**src/sv/prt_ram.sv**
```systemverilog
// ----------------------------------------------------------------------------
// prt_ram: generic single-port-write, single-port-read RAM
// One write and one read address per cycle; read data is registered.
// ----------------------------------------------------------------------------
module prt_ram #(
  parameter int WIDTH = 32,
  parameter int DEPTH = 64,
  parameter int AW    = (DEPTH > 1) ? $clog2(DEPTH) : 1
) (
  input  logic             clk_i,
  input  logic             we_i,
  input  logic [AW-1:0]    waddr_i,
  input  logic [WIDTH-1:0] wdata_i,
  input  logic [AW-1:0]    raddr_i,
  output logic [WIDTH-1:0] rdata_o
);

  logic [WIDTH-1:0] mem_q [DEPTH];
  logic [WIDTH-1:0] rdata_q;

  always_ff @(posedge clk_i) begin
    if (we_i) begin
      mem_q[waddr_i] <= wdata_i;
    end
    rdata_q <= mem_q[raddr_i];
  end

  assign rdata_o = rdata_q;

endmodule

```
**config.mk**
```make
export PLATFORM = sky130hd
export DESIGN_NAME = prt_ram
export DESIGN_NICKNAME = d
export VERILOG_FILES = /design/src/sv/prt_ram.sv
export SDC_FILE = /design/constraint.sdc
export NUM_CORES = 2
export LEC_CHECK = 0
export BUFFER_PORTS_ARGS = -buffer_cell sky130_fd_sc_hd__buf_2
export CAP_MARGIN = 40
export CORE_ASPECT_RATIO = 1.2
export CORE_MARGIN = 5
export CORE_UTILIZATION = 40
export CTS_CLUSTER_SIZE = 8
export DETAILED_ROUTE_END_ITERATION = 16
export PLACE_DENSITY = 0.54
export SLEW_MARGIN = 40
export SYNTH_ARGS = -nofsm -noshare
export SYNTH_HDL_FRONTEND = slang
export SYNTH_SLANG_ARGS = --single-unit
```
**constraint.sdc**
```tcl
create_clock -name clk_i -period 8.1 [get_ports clk_i]
set_input_delay 0.405 -clock clk_i [delete_from_list [all_inputs] [get_ports clk_i]]
set_output_delay 0.405 -clock clk_i [all_outputs]
set_load 0.05 [all_outputs]
```
=== Yosys cells after proc, flatten, opt, wreduce, memory -nomap -nowiden ===
Memory sizes are Yosys's and may differ from the RTL's. A register that Yosys moved wholly into a read port is not among the register bits.
Cells that the tools add are included.

* Mux-type cells: 2

{| class="wikitable"
|+ Operators by type and width
! kind !! number
|-
| two-way mux 1 bit || 2
|}

* Word-level logic and storage cells: 3
* Register bits after elaboration: 0
* Output and inout bits: 32
* Memory bits (writable): 2048
* Memories: 1

{| class="wikitable"
|+ Memories
! memory !! depth !! width !! rd ports !! clocked after Yosys merged registers in !! wr ports !! line !! RTL
|-
| mem_q || 64 || 32 || 1 || 1 || 1 || 18 || <nowiki>logic [WIDTH-1:0] mem_q [DEPTH];</nowiki>
|}

=== Depth between registers and ports, before layout ===
* Word-level depth: 2
* Gate-level depth with buffers: 10
* Mapped depth without buffers: 5

=== Worst setup path after synthesis ===
Ideal clock, no wire load.

* Path kind: input-to-reg
* From: in waddr_i[3]
* To: mem mem_q[48][0] (enable)
* Library setup time: 0.461 ns
* Buffers on the path: 1
* Path slack: 4.535 ns
* Stages on the path: 4
* Arrival: 3.104 ns
* Cells stage by stage: clkbuf_1 > nor2b_1 > nand4b_1 > nor3_1

{| class="wikitable"
|+ RTL lines
! item !! line !! RTL
|-
| start, declared || 12 || <nowiki>input logic [AW-1:0] waddr_i,</nowiki>
|-
| end, declared || 18 ||
|}

No word-level cell before the write port.

==> qor.txt <==
Pin count of the biggest net entering global routing: 101
Clk sinks: 2080
Fin nets: 3721
Final core utilization: 46.7%
TritonCTS clock tree: done
CTS H-tree lvls: 5
RSZ-0062 raised after global routing: no
Fin. max-slew vios: 0
Clk Latency, worst-skew pair: 0.90 ns
Power Density: 267 nW/µm²
CTS root buf: clkbuf_16
Congestion Overflow GR: 0
Post-Syn Instances: 3324
Pleak: 0.0285 µW
R2R setup slack: 5.59 ns
Hold Slack: 0.0619 ns
Site Rows: 178
Clock-pin slew on the worst setup and hold paths: 0.05 ns
DIE AREA: 205000 µm²
Final GP Congestion: 0.790
CP required: 8.81 ns
I/O pin count: 78
Setup crit start kind: input pin
Post-Synth Adder-Cell Area: 0%
Mapped Nets: 3370
Initial antenna violation count: 16
Fin crit period: 3.20 ns
Max Fclk: 312 MHz
Combinational family with the most area after synthesis: multiplexers
Mux cell area share after synthesis: 16.8%
DRC Markers: 0
Vias per cell: 5.80
Drt first pass iters: 5
Register area share after synthesis: 79.1%
Die W: 414 µm
HP Class: in -> reg
Layout area overhead: 16.5%
Hold EP: mem_q[38][1]
GRT Util Overall: 20.9%
Worst Min Path Start: wdata_i[1]
Crit path kind: in -> reg
Drt total wl: 216000 µm
Yosys warning total: 0
R2R cell count: 4
Worst-path fanout max: 65
R2R Path End: rdata_o[5]
Via count: 37200
Pre-CTS setup slack: 3.84 ns
Worst R2R Start: mem_q[47][5]
Iter 0 DRT Violations: 4164
Hold buffers post-CTS: 0
Post-synth cell types: 34
Final worst slack: 4.90 ns
Setup bufs post-CTS: 0
Most common cell after layout, fill and taps aside: edfxtp_1
Final setup viols: 0
Synth area leader: edfxtp_1
Largest cells by area after synthesis: edfxtp_1, mux4_2, mux2i_1
Longest Clk Path Bufs: 4
Number of global-route vias before repair: 38600
Share of post-route cells with drive strength above 1: 30.9%
Syn Area/Cell: 23.6 µm²
Setup TNS: 0 ns
Die Ht: 495 µm
Clock skew: 0.0375 ns
Hold depth: 2
Drt wl/cell: 33.7 µm
Peak supply drop: 248 µV
Overall power: 24500 µW
Fillers: 16000
Run status: finished, final reports clean
Yosys reg bits: 2080
Area share of the largest cell type after synthesis: 78.3%
Simple-gate share of the synthesized area: 1.27%
Critical Path End Type: flip-flop
Total of max-cap violations: 0
Critical Path Source: raddr_i[0]
Synth Area in Compound Gates: 1.67%
Slew at the pin closest to its max-slew limit: 0.873 ns
Slew headroom: 41.6%
Final period util: 39.5%
CTS Buf Count: 309
Most frequent cells in the layout: edfxtp_1, mux4_2, clkbuf_16
Hold violation total from the final report: 0
Port buffer count: 77
Initial Utilization: 40.1%
Post-CTS sizing: 0
Post-DP HPWL: 113000 µm
Post-Synth XOR/XNOR Area: 0%
Crit path arrival time: 3.91 ns
Core footprint: 196000 µm²
Synth Cell Area: 78500 µm²
Global-route wire length before repair: 303000 µm
DRT antenna net count: 0
-- synthesized netlist by cell type, drive strengths merged --
library cell,number
a21oi,62
a22oi,12
a311oi,8
a31oi,1
a41o,4
and2,2
and3,4
buf,108
clkbuf,74
dfxtp,32
edfxtp,2048
mux2i,93
mux4,544
nand2,26
nand2b,8
nand3,5
nand3b,5
nand4,2
nand4b,1
nor2,137
nor2b,15
nor3,7
o221ai,27
o22ai,84
o32ai,4
or2,3
or3,3
or3b,5
-- metal layers --
layer  wire [µm]  global-route usage (%)  vias to the layer above  share of wire [%]
met4        6800                    6.63                        4                3.1
met2      108000                    35.0                     1472                 50
li1            -                       -                    14900                  -
met1       87100                    28.4                    20500                 40
met5          24                       0                        -              0.011
met3       14100                    3.31                      293                6.5
-- state kept, by name, summed over array words and instances (netlist names) --
signal / flops
rdata_o: 32
mem_q: 2048
-- kinds of logic (layout without fill, tap and decap cells) --
logic type,after synthesis,in the layout
DFF,2080,2080
muxes,637,637
and+or+nand+nor,223,223
AOI/OAI and AO/OA,202,202
other,0,12
buffers and inverters,182,650
-- metrics by stage --
step	cell area, µm²	cells
floorplan	78500	3324
global placement	82900	5968
detailed placement	83000	5970
CTS	91400	6398
global route	91500	6410
finish	91500	6414
-- worst max-delay path, stage by stage --
cell     delay [ns]
buf_8          0.34
buf_12         0.52
buf_4          0.51
mux4_2         0.57
mux4_2         0.51
o22ai_1        0.61
nor2_1         0.25
-- worst max-delay path by stage --
stage,endpoint
after floorplan,mem_q[48][0]
after global placement,rdata_o[12]
after detailed placement,rdata_o[5]
after CTS,rdata_o[5]
after global routing,rdata_o[5]
final,rdata_o[5]
-- layout make-up --
cell class / instances / area, µm² / area share (%)
Clock buffer: 425 / 8320 / 9.09
Multi-Input combinational cell: 1062 / 16000 / 17.5
Sequential cell: 2080 / 62100 / 67.9
Tap cell: 2610 / 3270 / 3.57
Antenna cell: 12 / 30.0 / 0.0328
Timing Repair Buffer: 222 / 1660 / 1.81
Clock inverter: 3 / 33.8 / 0.0369
-- report_power, final --
group,total (µW),switching (µW),internal [µW]
registers,12000,57.3,11900
clock network,11200,4250,6990
logic,1220,813,403
Note: power is estimated with default switching activity, not from simulation.
