### src/sv/prt_pkg.sv
// ----------------------------------------------------------------------------
// prt_pkg: shared types and constants of the page reference count table
// Request and response transaction structs, action and status codes, and the
// control and flag groups of the shared arithmetic unit.
// ----------------------------------------------------------------------------
package prt_pkg;

  localparam int IdxW    = 6;
  localparam int CountW  = 32;
  localparam int BytesW  = 32;
  localparam int PagesW  = 7;
  localparam int DBytesW = 39;

  localparam logic [2:0] ACT_INIT     = 3'd0;
  localparam logic [2:0] ACT_INCREF   = 3'd1;
  localparam logic [2:0] ACT_DECREF   = 3'd2;
  localparam logic [2:0] ACT_QUERY    = 3'd3;
  localparam logic [2:0] ACT_MARKDEAD = 3'd4;
  localparam logic [2:0] ACT_STATS    = 3'd5;
  localparam logic [2:0] ACT_COLLECT  = 3'd6;

  localparam logic [2:0] ST_OK        = 3'd0;
  localparam logic [2:0] ST_NOTFOUND  = 3'd1;
  localparam logic [2:0] ST_ZERO      = 3'd2;
  localparam logic [2:0] ST_NONZERO   = 3'd3;
  localparam logic [2:0] ST_NONEDEAD  = 3'd4;
  localparam logic [2:0] ST_SAT       = 3'd5;

  localparam logic [CountW-1:0] COUNT_MAX = '1;

  typedef struct packed {
    logic [2:0]        action;
    logic [IdxW-1:0]   page_index;
    logic [BytesW-1:0] page_bytes;
  } prt_req_t;

  typedef struct packed {
    logic [2:0]         status;
    logic [CountW-1:0]  count_value;
    logic               is_dead;
    logic [IdxW-1:0]    found_page;
    logic [PagesW-1:0]  pages_total;
    logic [PagesW-1:0]  pages_live;
    logic [PagesW-1:0]  pages_dead;
    logic [DBytesW-1:0] bytes_dead;
    logic               last;
  } prt_rsp_t;

  typedef struct packed {
    logic sub;
  } prt_alu_ctl_t;

  typedef struct packed {
    logic a_zero;
    logic a_max;
    logic res_zero;
  } prt_alu_flags_t;

endpackage

### src/sv/prt_alu.sv
// ----------------------------------------------------------------------------
// prt_alu: shared add/subtract unit of the page reference count table
// Serves count increment/decrement and the dead byte accumulation.
// ----------------------------------------------------------------------------
module prt_alu (
  input  logic [prt_pkg::DBytesW-1:0] a_i,
  input  logic [prt_pkg::CountW-1:0]  b_i,
  input  prt_pkg::prt_alu_ctl_t       ctl_i,
  output logic [prt_pkg::DBytesW-1:0] res_o,
  output prt_pkg::prt_alu_flags_t     flags_o
);
  import prt_pkg::*;

  logic [DBytesW-1:0] b_ext;

  assign b_ext = {{(DBytesW - CountW){1'b0}}, b_i};
  assign res_o = ctl_i.sub ? (a_i - b_ext) : (a_i + b_ext);

  assign flags_o.a_zero   = (a_i[CountW-1:0] == '0);
  assign flags_o.a_max    = (a_i[CountW-1:0] == COUNT_MAX);
  assign flags_o.res_zero = (res_o[CountW-1:0] == '0);

endmodule

### config.mk
export PLATFORM = sky130hd
export DESIGN_NAME = prt_alu
export DESIGN_NICKNAME = d
export VERILOG_FILES = /design/src/sv/prt_pkg.sv /design/src/sv/prt_alu.sv
export SDC_FILE = /design/constraint.sdc
export NUM_CORES = 1
export LEC_CHECK = 0
export BUFFER_PORTS_ARGS = -buffer_cell sky130_fd_sc_hd__buf_2
export CAP_MARGIN = 20
export CORE_MARGIN = 1.5
export CORE_UTILIZATION = 35
export DETAILED_ROUTE_END_ITERATION = 7
export GPL_ROUTABILITY_DRIVEN = 1
export SLEW_MARGIN = 20
export SYNTH_ARGS = -nofsm -noshare
export SYNTH_HDL_FRONTEND = slang
export SYNTH_SLANG_ARGS = --single-unit
### constraint.sdc
create_clock -name vclk -period 13.6
set_clock_uncertainty 0.2 [all_clocks]
set_input_delay 4.08 -clock vclk [all_inputs]
set_output_delay 4.08 -clock vclk [all_outputs]
set_load 0.005 [all_outputs]
* After elaboration in Yosys (flattened, before gate mapping)
Index checks and enable logic that the tools add are counted.
Widths: inputs -> output; s select.
** Storage, ports and cells
- Bits in registers :: 0
- Bits in latches :: 0
- Memory bits (writable) :: 0
- ROM bits :: 0
- Bits of input ports :: 72
- Output and inout bits :: 42
- Logic and storage cells :: 6
- Memories :: 0
** Operators by class
- Add/subtract/negate cells :: 2
- Multiply operators :: 0
- Div/mod/pow operators :: 0
- Order comparisons :: 0
- Equality and inequality tests :: 1
- Shift operators :: 0
- Mux-type cells :: 1
- Bitwise gates (word level) :: 0
- Reduce and logical (&&, ||, !) cells :: 2
** Operators by type and width (number)
- $logic_not 32->1 :: 2
- $add 39x32->39 :: 1
- $mux 39 :: 1
- $sub 39x32->39 :: 1
- $eq 32x32->1 const B :: 1

* Logic depth before layout (Yosys ltp)
Gate-level depths: netlist of run 1.
- Depth in word-level cells :: 3
- Gate-level depth with buffers :: 19
- Mapped depth without buffers :: 18

* Worst setup path before layout of run 1
OpenSTA, ideal clock, no wires.
- Kind :: input to output
- Start :: in b_i[10] (netlist name)
- End :: out flags_o[0] (netlist name)
- Arrival time :: 8.415 ns
- Data required time :: 9.320 ns
- Slack :: 0.905 ns
- Stages on the path :: 18
- Buffers on the path :: 0
- Cell sequence :: nor3_1 > nand2_1 > nor4_1 > nand2_1 > nor3_1 > a21oi_1 > xnor2_1 > ha_1 > a21oi_1 > o21ai_0 > a21oi_1 > o311ai_0 > o31ai_2 > xnor2_2 > or4_1 > or4_1 > nand4bb_1 > and4bb_1
** RTL lines
- start: declaration :: line prt_alu.sv:7 : input logic [prt_pkg::CountW-1:0] b_i,
- end: declaration :: line prt_alu.sv:10 : output prt_pkg::prt_alu_flags_t flags_o

==> metrics.cfg, run 1 <==
[placed_design]
preCtsSetupSlack_ns = 0.1514
portBuffers = 114
hpwl_mm = 8.756
gp_congestion = 0.9184

[setup_path]
type_of_the_worst_setup_path = in -> out
cp_cell_sequence = buf_2 -> nor4_1 -> nand2b_1 -> nor4_1 -> a21oi_1 -> xnor2_1 -> ha_1 -> a21oi_1 -> o21ai_0 -> a31oi_4 -> nand2_1 -> xor2_1 -> or4b_1 -> or4_1 -> or4_1 -> nand4bb_1 -> and4bb_1 -> buf_2
worst_setup_path_end_kind = output port
worstPathRequired_ns = 9.32
path_max_fanout = 6
crit_slowest_cell = or4b_1
worst_setup_start_kind = input pin
critical_path.top_delay_family = simple AND/OR/NAND/NOR gates
critical-path-max-stage-delay_ns = 0.59
cp_data_arrival_time_ns = 8.84
worstPathBufferInverterCount = 2

[sta]
worst_pin_slew_ns = 0.5481
final_max_slew_viol_count = 0
fin_tns_setup_ns = 0
fmax_mhz = 76.21
timing.final.crit_period_ns = 13.12
finalHoldViolations = 0
post-route-period-util_pct = 96.48
layout_setup_ws_ns = 0.4787
slew_headroom_pct = 63.12
setup_repair_after_global_routing_missed_its_margin = false
setup-violations-final = 0

[power_and_ir_drop]
pwr-share-seq_pct = 0
clock_power_share_pct = 0
power.share.switching_pct = 56.06
comb_power_share_pct = 100.0
power_density_over_cell_area_mw_per_mm2 = 68.04
cellInternalPower_uw = 109.1
leakagePower_uw = 0.001706
worst_ir_drop_vdd_v = 0.00002830
p_switching_uw = 139.2

[detailed_routing]
via_count = 3653
wl_per_cell_um = 15.32
detail-route-antenna-nets = 0
routed_wl_mm = 9.913
routed_via_density = 5.646
firstDrtPassIters = 4
first_iter_violations = 248
remaining_drc_errors = 0

[global_routing]
grt.overflow.total = 0
first_global_vias = 3394
grt_start_max_net_pins = 33
grt_use_total_pct = 21.79
grt_first_pass_wirelength_mm = 16.01
grt_antenna_before_repair = 0

[die]
die_area_mm2 = 0.008979
start_util_pct = 36.04
design.portCount = 114
design.core.area_mm2 = 0.008175
die_width_um = 94.76
die_h_um = 94.76
rows = 33

[layout]
multi_input_comb_area_mm2 = 0.002872
layout.nets = 656
flip_flop_and_latch_area_um2 = 0
clock_buffer_count = 0
sequential_cell_total = 0
layout.filler_cells = 884
area_delta_synth_final_pct = 23.82
drive_above_1_share_pct = 23.80
n_antenna_cell = 0

[synthesis]
yosys.cell_types.count = 59
synthesis.yosys.warnings = 0
yosysSeqAreaShare_pct = 0
syn-cell-area_mm2 = 0.002947
syn-instance-count = 433
synthesis.area_per_instance_um2 = 6.805
synth.net_count = 545

[outcome]
status = finished, final reports clean

[flow_run]
max_cap_viol_count = 0

[clocking]
cts_post_setup_buffers_inserted = 0
post_cts_resize_count = 0
postCtsHoldBufs = 0

[hold_path]
hp-class = in -> out

-- layer usage --
layer  wire, um  vias to the layer above  track usage (%)  share of wire (%)
met4        356                        0            7.214                3.6
li1           -                     1862                -                  -
met1       4816                     1652            31.73                 49
met3        452                       22            1.127                4.6
met2       4288                      117            33.81                 43
met5          0                        -                0                  0
-- cell families after synthesis --
logic type / share of synthesized area, %
AOI/OAI and AO/OA: 30.87
xor gates and xnor gates: 19.87
adders and majority gates: 17.24
buffers and inverters: 2.930
muxes: 0.6794
and+or+nand+nor: 28.41
-- synth_stat cells, drive strengths merged (9+ instances only) --
| cell | n | area share [%] |
|---|---|---|
| o21ai | 18 | 3.1 |
| nor3 | 12 | 2.0 |
| ha | 39 | 17 |
| nor2 | 36 | 4.6 |
| xnor2 | 51 | 15 |
| a21oi | 62 | 11 |
| nand4 | 14 | 3.0 |
| a31oi | 9 | 2.4 |
| nand3 | 11 | 1.9 |
| a21o | 21 | 5.4 |
| xor2 | 15 | 4.5 |
| nor4 | 14 | 3.2 |
| nand2 | 34 | 4.3 |
| inv | 16 | 2.0 |
-- final cells by class --
| cell class | count | share of cell area, % |
|---|---|---|
| Tap cell | 105 | 3.601 |
| Timing Repair Buffer | 116 | 16.05 |
| Inverter | 16 | 1.646 |
| Multi-Input combinational cell | 410 | 78.70 |
-- final timing paths --
path	start	endpoint	slack, ns	cells after the start
worst max-delay path	b_i[4]	flags_o[0]	0.48	18
worst min-delay path	a_i[22]	flags_o[2]	8.34	5
-- cell usage in the layout, fill, tap and decap left out, drive strengths merged, types with 2 or more instances in the layout --
cell type  Yosys  routed
a21o          21      21
ha            39      39
nor3          12      12
nor2b          2       2
a211oi         3       3
nand3         11      11
and3           7       7
nor4          14      14
nor2          36      36
nand2         34      34
nand4         14      14
or2            2       2
and2           4       4
a31oi          9       9
inv           16      16
buf            0     116
o31a           2       2
or4            5       5
nand2b         2       2
o21bai         4       4
mux2i          2       2
o21a           5       5
a211o          3       3
or3            6       6
o31ai          3       3
and4           2       2
o21ai         18      18
a21oi         62      62
xor2          15      15
nor3b          3       3
a21boi         3       3
xnor2         51      51
-- power by group through the flow --
stage                     Combinational, uW  Sequential, uW  Clock [uW]
after floorplan                         158               0           0
after global placement                  245               0           0
after detailed placement                246               0           0
after CTS                               248               0           0
after global routing                    276               0           0
final                                   248               0           0
-- worst min-delay path: stages --
cell,delay (ns)
buf_2,0.11
nor4_1,0.05
nand4_1,0.06
nor2_1,0.05
buf_2,0.11
-- metrics by stage --
step	hold slack (ns)	utilization, %	power, uW	cells	area (um2)
floorplan	8.078	-	158.4	433	2947
global placement	8.332	44.49	244.8	647	3637
detailed placement	8.337	44.49	246.5	647	3637
CTS	8.338	44.49	247.8	647	3637
global route	8.357	44.63	276.1	647	3649
finish	8.338	44.63	248.2	647	3649
No activity file was read; power rests on OpenSTA's default activity.
==> inputs of run 2 (changes only) <==
==> constraint.sdc (replaced) <==
create_clock -name vclk -period 16.2
set_clock_uncertainty 0.2 [all_clocks]
set_input_delay 4.86 -clock vclk [all_inputs]
set_output_delay 4.86 -clock vclk [all_outputs]
set_load 0.005 [all_outputs]
==> run 2 against run 1 <==
  * Clock-buffer cell count unchanged
  * Sequential share of layout area unchanged
  * Final cell count down 0.31%
  * Non-clock buffer count down 2
  * Routed wire length down 0.32%
  * Design area down 0.72%
  * First-iteration DRC count down 36%
  * Critical path type unchanged
  * Critical endpoint unchanged
  * Largest cell class unchanged
  * Highest routed layer unchanged
==> metrics.cfg, run 2 (same netlist as run 1, synthesis figures left out) <==
[detailed_routing]
via_count = 3586  ; -1.8%
routed_wl_mm = 9.881  ; -0.32%
first_iter_violations = 158  ; -36%
detail-route-antenna-nets = 0  ; unchanged
firstDrtPassIters = 5  ; +1
remaining_drc_errors = 0  ; unchanged
routed_via_density = 5.560  ; -1.5%
wl_per_cell_um = 15.32  ; about the same

[die]
die_width_um = 94.76  ; unchanged
design.core.area_mm2 = 0.008175  ; unchanged
rows = 33  ; unchanged
die_h_um = 94.76  ; unchanged
die_area_mm2 = 0.008979  ; unchanged
design.portCount = 114  ; unchanged
start_util_pct = 36.04  ; unchanged

[global_routing]
first_global_vias = 3311  ; -2.4%
grt.overflow.total = 0  ; unchanged
grt_start_max_net_pins = 33  ; unchanged
grt_first_pass_wirelength_mm = 15.73  ; -1.8%
grt_antenna_before_repair = 0  ; unchanged
grt_use_total_pct = 21.41  ; -0.38 points

[layout]
final_common_cell = buf_2
sequential_cell_total = 0  ; unchanged
n_antenna_cell = 0  ; unchanged
drive_above_1_share_pct = 23.15  ; -0.65 points
flip_flop_and_latch_area_um2 = 0  ; unchanged
mostFrequentLayoutCells = buf_2 (114), a21oi_1 (61), xnor2_1 (50)
clock_buffer_count = 0  ; unchanged
layout.filler_cells = 913  ; +3.3%
area_delta_synth_final_pct = 22.93
layout.nets = 654  ; -0.30%

[power_and_ir_drop]
worst_ir_drop_vdd_v = 0.00002336  ; -17%
leakagePower_uw = 0.001694  ; -0.69%
power_density_over_cell_area_mw_per_mm2 = 57.22  ; -16%
total_power_consumption_of_the_routed_design_uw = 207.3  ; -17%

[sta]
fmax_mhz = 66.61
finalHoldViolations = 0  ; unchanged
worst_pin_slew_ns = 0.6743  ; +0.1262 ns
slew_headroom_pct = 54.70  ; -8.4 points
final_max_slew_viol_count = 0  ; unchanged
fin_tns_setup_ns = 0  ; unchanged
setup-violations-final = 0  ; unchanged
setup_repair_after_global_routing_missed_its_margin = false
timing.final.crit_period_ns = 15.01
post-route-period-util_pct = 92.67

[hold_path]
holdPathStages = 4  ; -1
hp-start = a_i[38]
hp-class = in -> out
hold-path-endpoint = res_o[38]

[setup_path]
cp_data_arrival_time_ns = 9.95  ; +1.11 ns
type_of_the_worst_setup_path = in -> out
worstPathRequired_ns = 11.14  ; +1.82 ns
worst_setup_path_end_kind = output port
path_max_fanout = 7  ; +1
worst_setup_start_kind = input pin

[clocking]
postCtsHoldBufs = 0  ; unchanged
cts_post_setup_buffers_inserted = 0  ; unchanged
post_cts_resize_count = 0  ; unchanged

[placed_design]
gp_congestion = 0.8960  ; -2.4%
portBuffers = 114  ; unchanged
hpwl_mm = 8.704  ; -0.60%

[flow_run]
max_cap_viol_count = 0  ; unchanged

[outcome]
status = finished, final reports clean

run 2: stage by stage:
stage | hold WS, ns | setup WS (ns) | instances | cell area, um2 | util, %
3_3_place_gp | 9.891 | 1.282 | 645 | 3622 | 44.31
3_5_place_dp | 9.894 | 1.144 | 645 | 3622 | 44.31
4_1_cts | 9.905 | 1.135 | 645 | 3622 | 44.31
2_1_floorplan | 9.638 | 1.945 | 433 | 2947 | -
5_1_grt | 9.930 | 0.6173 | 645 | 3622 | 44.31
6_report | 9.896 | 1.188 | 645 | 3622 | 44.31
run 2: cell type report:
class | instances | area (um2) | area share (%)
repair buffers | 114 | 570.5 | 15.75
multi-input cells | 410 | 2860 | 78.96
inverters | 16 | 60.06 | 1.658
well taps | 105 | 131.4 | 3.627
run 2: metal layers:
layer | global-route usage (%) | up-vias | part of all wire (%)
met3 | 1.449 | 4 | 5.4
met5 | 0 | - | 0
li1 | - | 1858 | -
met4 | 2.114 | 0 | 0.98
met1 | 31.21 | 1626 | 48
met2 | 35.30 | 98 | 46
run 2: worst max path at each step:
stage | slack (ns) | from | to
after floorplan | 1.94 | b_i[10] | flags_o[0]
after global placement | 1.28 | b_i[10] | flags_o[0]
after detailed placement | 1.14 | b_i[10] | flags_o[0]
after CTS | 1.13 | b_i[10] | flags_o[0]
after global routing | 0.62 | b_i[10] | flags_o[0]
final | 1.19 | b_i[10] | flags_o[0]
run 2: power breakdown:
part           internal, uW  total [uW]  switching (uW)
Clock                     0           0               0
Sequential                0           0               0
Combinational          91.4         207             116
Total                  91.4         207             116
run 2: critical path, cell delays in order:
cell and delay, ns:
buf_2 0.11, nor3_1 0.34, nand2_1 0.15, nor4_1 0.35, nand2_1 0.13, nor3_1 0.58, a21oi_1 0.16, xnor2_1 0.16
ha_1 0.39, a21oi_1 0.10, o21ai_0 0.21, a21oi_1 0.10, o311ai_0 0.44, o31ai_2 0.18, xnor2_2 0.17, or4_1 0.51
or4_1 0.46, nand4bb_1 0.20, and4bb_1 0.26, buf_2 0.11
==> inputs of run 3 (changes only) <==
--- a/config.mk
+++ b/config.mk
@@ -7,10 +7,13 @@
 export LEC_CHECK = 0
 export BUFFER_PORTS_ARGS = -buffer_cell sky130_fd_sc_hd__buf_2
 export CAP_MARGIN = 20
+export CELL_PAD_IN_SITES_DETAIL_PLACEMENT = 1
+export CELL_PAD_IN_SITES_GLOBAL_PLACEMENT = 1
 export CORE_MARGIN = 1.5
 export CORE_UTILIZATION = 35
 export DETAILED_ROUTE_END_ITERATION = 7
-export GPL_ROUTABILITY_DRIVEN = 1
+export PLACE_DENSITY_LB_ADDON = 0.1
+export REMOVE_ABC_BUFFERS = 1
 export SLEW_MARGIN = 20
 export SYNTH_ARGS = -nofsm -noshare
 export SYNTH_HDL_FRONTEND = slang
==> run 3 against run 2 <==
  * Combinational power rose by 3%
  * Core utilization did not move
  * Fmax fell by 2.0%
  * Critical path type unchanged
  * Largest power group unchanged
==> metrics.cfg, run 3 (same netlist as run 1, synthesis figures left out) <==
[sta]
finalHoldViolations = 0  ; unchanged
slew_headroom_pct = 48.48  ; -6.2 points
timing.final.crit_period_ns = 15.32  ; +0.3030 ns
fmax_mhz = 65.30  ; -2.0%
layout_setup_ws_ns = 0.8849  ; -0.3030 ns
setup-violations-final = 0  ; unchanged
worst_pin_slew_ns = 0.7669  ; +0.09257 ns
final_max_slew_viol_count = 0  ; unchanged
fin_tns_setup_ns = 0  ; unchanged
setup_repair_after_global_routing_missed_its_margin = false
post-route-period-util_pct = 94.54  ; +1.9 points

[placed_design]
place.detailed.instances = 645  ; unchanged
hpwl_mm = 10.36  ; +19%
gp_congestion = 0.9646  ; +7.7%
portBuffers = 114  ; unchanged
preCtsSetupSlack_ns = 0.9195  ; -0.2244 ns

[detailed_routing]
remaining_drc_errors = 0  ; unchanged
firstDrtPassIters = 4  ; -1
routed_wl_mm = 11.75  ; +19%
routed_via_density = 5.802  ; +4.4%
detail-route-antenna-nets = 0  ; unchanged
wl_per_cell_um = 18.22  ; +19%
via_count = 3742  ; +4.4%
first_iter_violations = 143  ; -9.5%

[outcome]
status = finished, final reports clean

[power_and_ir_drop]
comb_power_share_pct = 100.0  ; about the same
power.share.switching_pct = 57.15  ; +1.3 points
worst_ir_drop_vdd_v = 0.00002530  ; +8.3%
p_switching_uw = 122.3  ; +5.6%
cellInternalPower_uw = 91.67  ; +0.24%
clock_power_share_pct = 0  ; unchanged
leakagePower_uw = 0.001694  ; unchanged
power_density_over_cell_area_mw_per_mm2 = 59.06  ; +3.2%
pwr-share-seq_pct = 0  ; unchanged

[layout]
drive_above_1_share_pct = 23.15  ; unchanged
instances_no_fill = 645  ; unchanged
n_antenna_cell = 0  ; unchanged
final_common_cell = buf_2
multi_input_comb_area_mm2 = 0.002860  ; unchanged
finalCoreUtilization_pct = 44.31  ; unchanged
clock_buffer_count = 0  ; unchanged
area_delta_synth_final_pct = 22.93  ; unchanged
mostFrequentLayoutCells = buf_2 (114), a21oi_1 (61), xnor2_1 (50)
sequential_cell_total = 0  ; unchanged
flip_flop_and_latch_area_um2 = 0  ; unchanged
layout.nets = 654  ; unchanged
layout.filler_cells = 1129  ; +24%

[die]
die_area_mm2 = 0.008979  ; unchanged
start_util_pct = 36.04  ; unchanged
die_width_um = 94.76  ; unchanged
rows = 33  ; unchanged
design.portCount = 114  ; unchanged
design.core.area_mm2 = 0.008175  ; unchanged
die_h_um = 94.76  ; unchanged

[setup_path]
critical-path-max-stage-delay_ns = 0.65  ; +0.07 ns
critical_path.endpoint = flags_o[0]
path_max_fanout = 7  ; unchanged
timing.critical_path.mode_cell = a21oi_1
cp_data_arrival_time_ns = 10.26  ; +0.31 ns
worst_setup_start_kind = input pin
worstPathRequired_ns = 11.14  ; about the same
cp_cell_sequence = buf_2 -> nor3_1 -> nand2_1 -> nor4_1 -> nand2_1 -> nor3_1 -> a21oi_1 -> xnor2_1 -> ha_1 -> a21oi_1 -> o21ai_0 -> a21oi_1 -> o311ai_0 -> o31ai_2 -> xnor2_2 -> or4_1 -> or4_1 -> nand4bb_1 -> and4bb_1 -> buf_2
worst_setup_path_end_kind = output port
crit_start = b_i[10]
crit_slowest_cell = nor3_1
type_of_the_worst_setup_path = in -> out

[clocking]
post_cts_resize_count = 0  ; unchanged
postCtsHoldBufs = 0  ; unchanged
cts_post_setup_buffers_inserted = 0  ; unchanged

[global_routing]
first_global_vias = 3706  ; +12%
grt_use_total_pct = 25.92  ; +4.5 points
grt.overflow.total = 0  ; unchanged
grt_first_pass_wirelength_mm = 18.58  ; +18%
grt_start_max_net_pins = 33  ; unchanged
grt_antenna_before_repair = 0  ; unchanged

[hold_path]
hp-class = in -> out

[flow_run]
max_cap_viol_count = 0  ; unchanged

==> run 3: area by class of cell <==
cell class                 count  share of cell area, %
multi-input combinational    410                  78.96
inverter                      16                  1.658
timing repair buffer         114                  15.75
tap                          105                  3.627
==> run 3: per-stage QoR <==
| stage | power, uW | hold WS, ns | area, um2 |
|---|---|---|---|
| after global placement | 210.1 | 9.894 | 3622 |
| after floorplan | 132.0 | 9.638 | 2920 |
| after global routing | 237.3 | 9.927 | 3622 |
| after CTS | 214.0 | 9.902 | 3622 |
| after detailed placement | 212.9 | 9.899 | 3622 |
| final | 213.9 | 9.898 | 3622 |
==> run 3: metal layers <==
metal / vias to the layer above / routed length [um] / track usage [%]
li1: 1845 / - / -
met1: 1780 / 5345 / 34.95
met2: 105 / 5627 / 45.54
met3: 12 / 640 / 2.576
met4: 0 / 138 / 2.861
met5: - / 0 / 0
==> run 3: power groups by stage <==
stage               Clock (uW)  Sequential [uW]  Combinational, uW
floorplan                    0                0                132
detailed placement           0                0                213
global placement             0                0                210
global route                 0                0                237
CTS                          0                0                214
finish                       0                0                214
==> run 3: worst min path at each step <==
stage / start / endpoint / cells after the start
after detailed placement: a_i[7] / flags_o[2] / 5
after floorplan: a_i[15] / flags_o[2] / 3
after CTS: a_i[7] / flags_o[2] / 5
after global routing: a_i[7] / flags_o[2] / 5
after global placement: a_i[7] / flags_o[2] / 5
final: a_i[7] / flags_o[2] / 5
==> run 3: worst max-delay path, delay by kind of cell <==
family / cells / cell delay [ns]
and+or+nand+nor: 9 / 3.25
buffers and inverters: 2 / 0.21
AOI/OAI and AO/OA: 6 / 1.19
adders and majority gates: 1 / 0.40
xor gates and xnor gates: 2 / 0.34
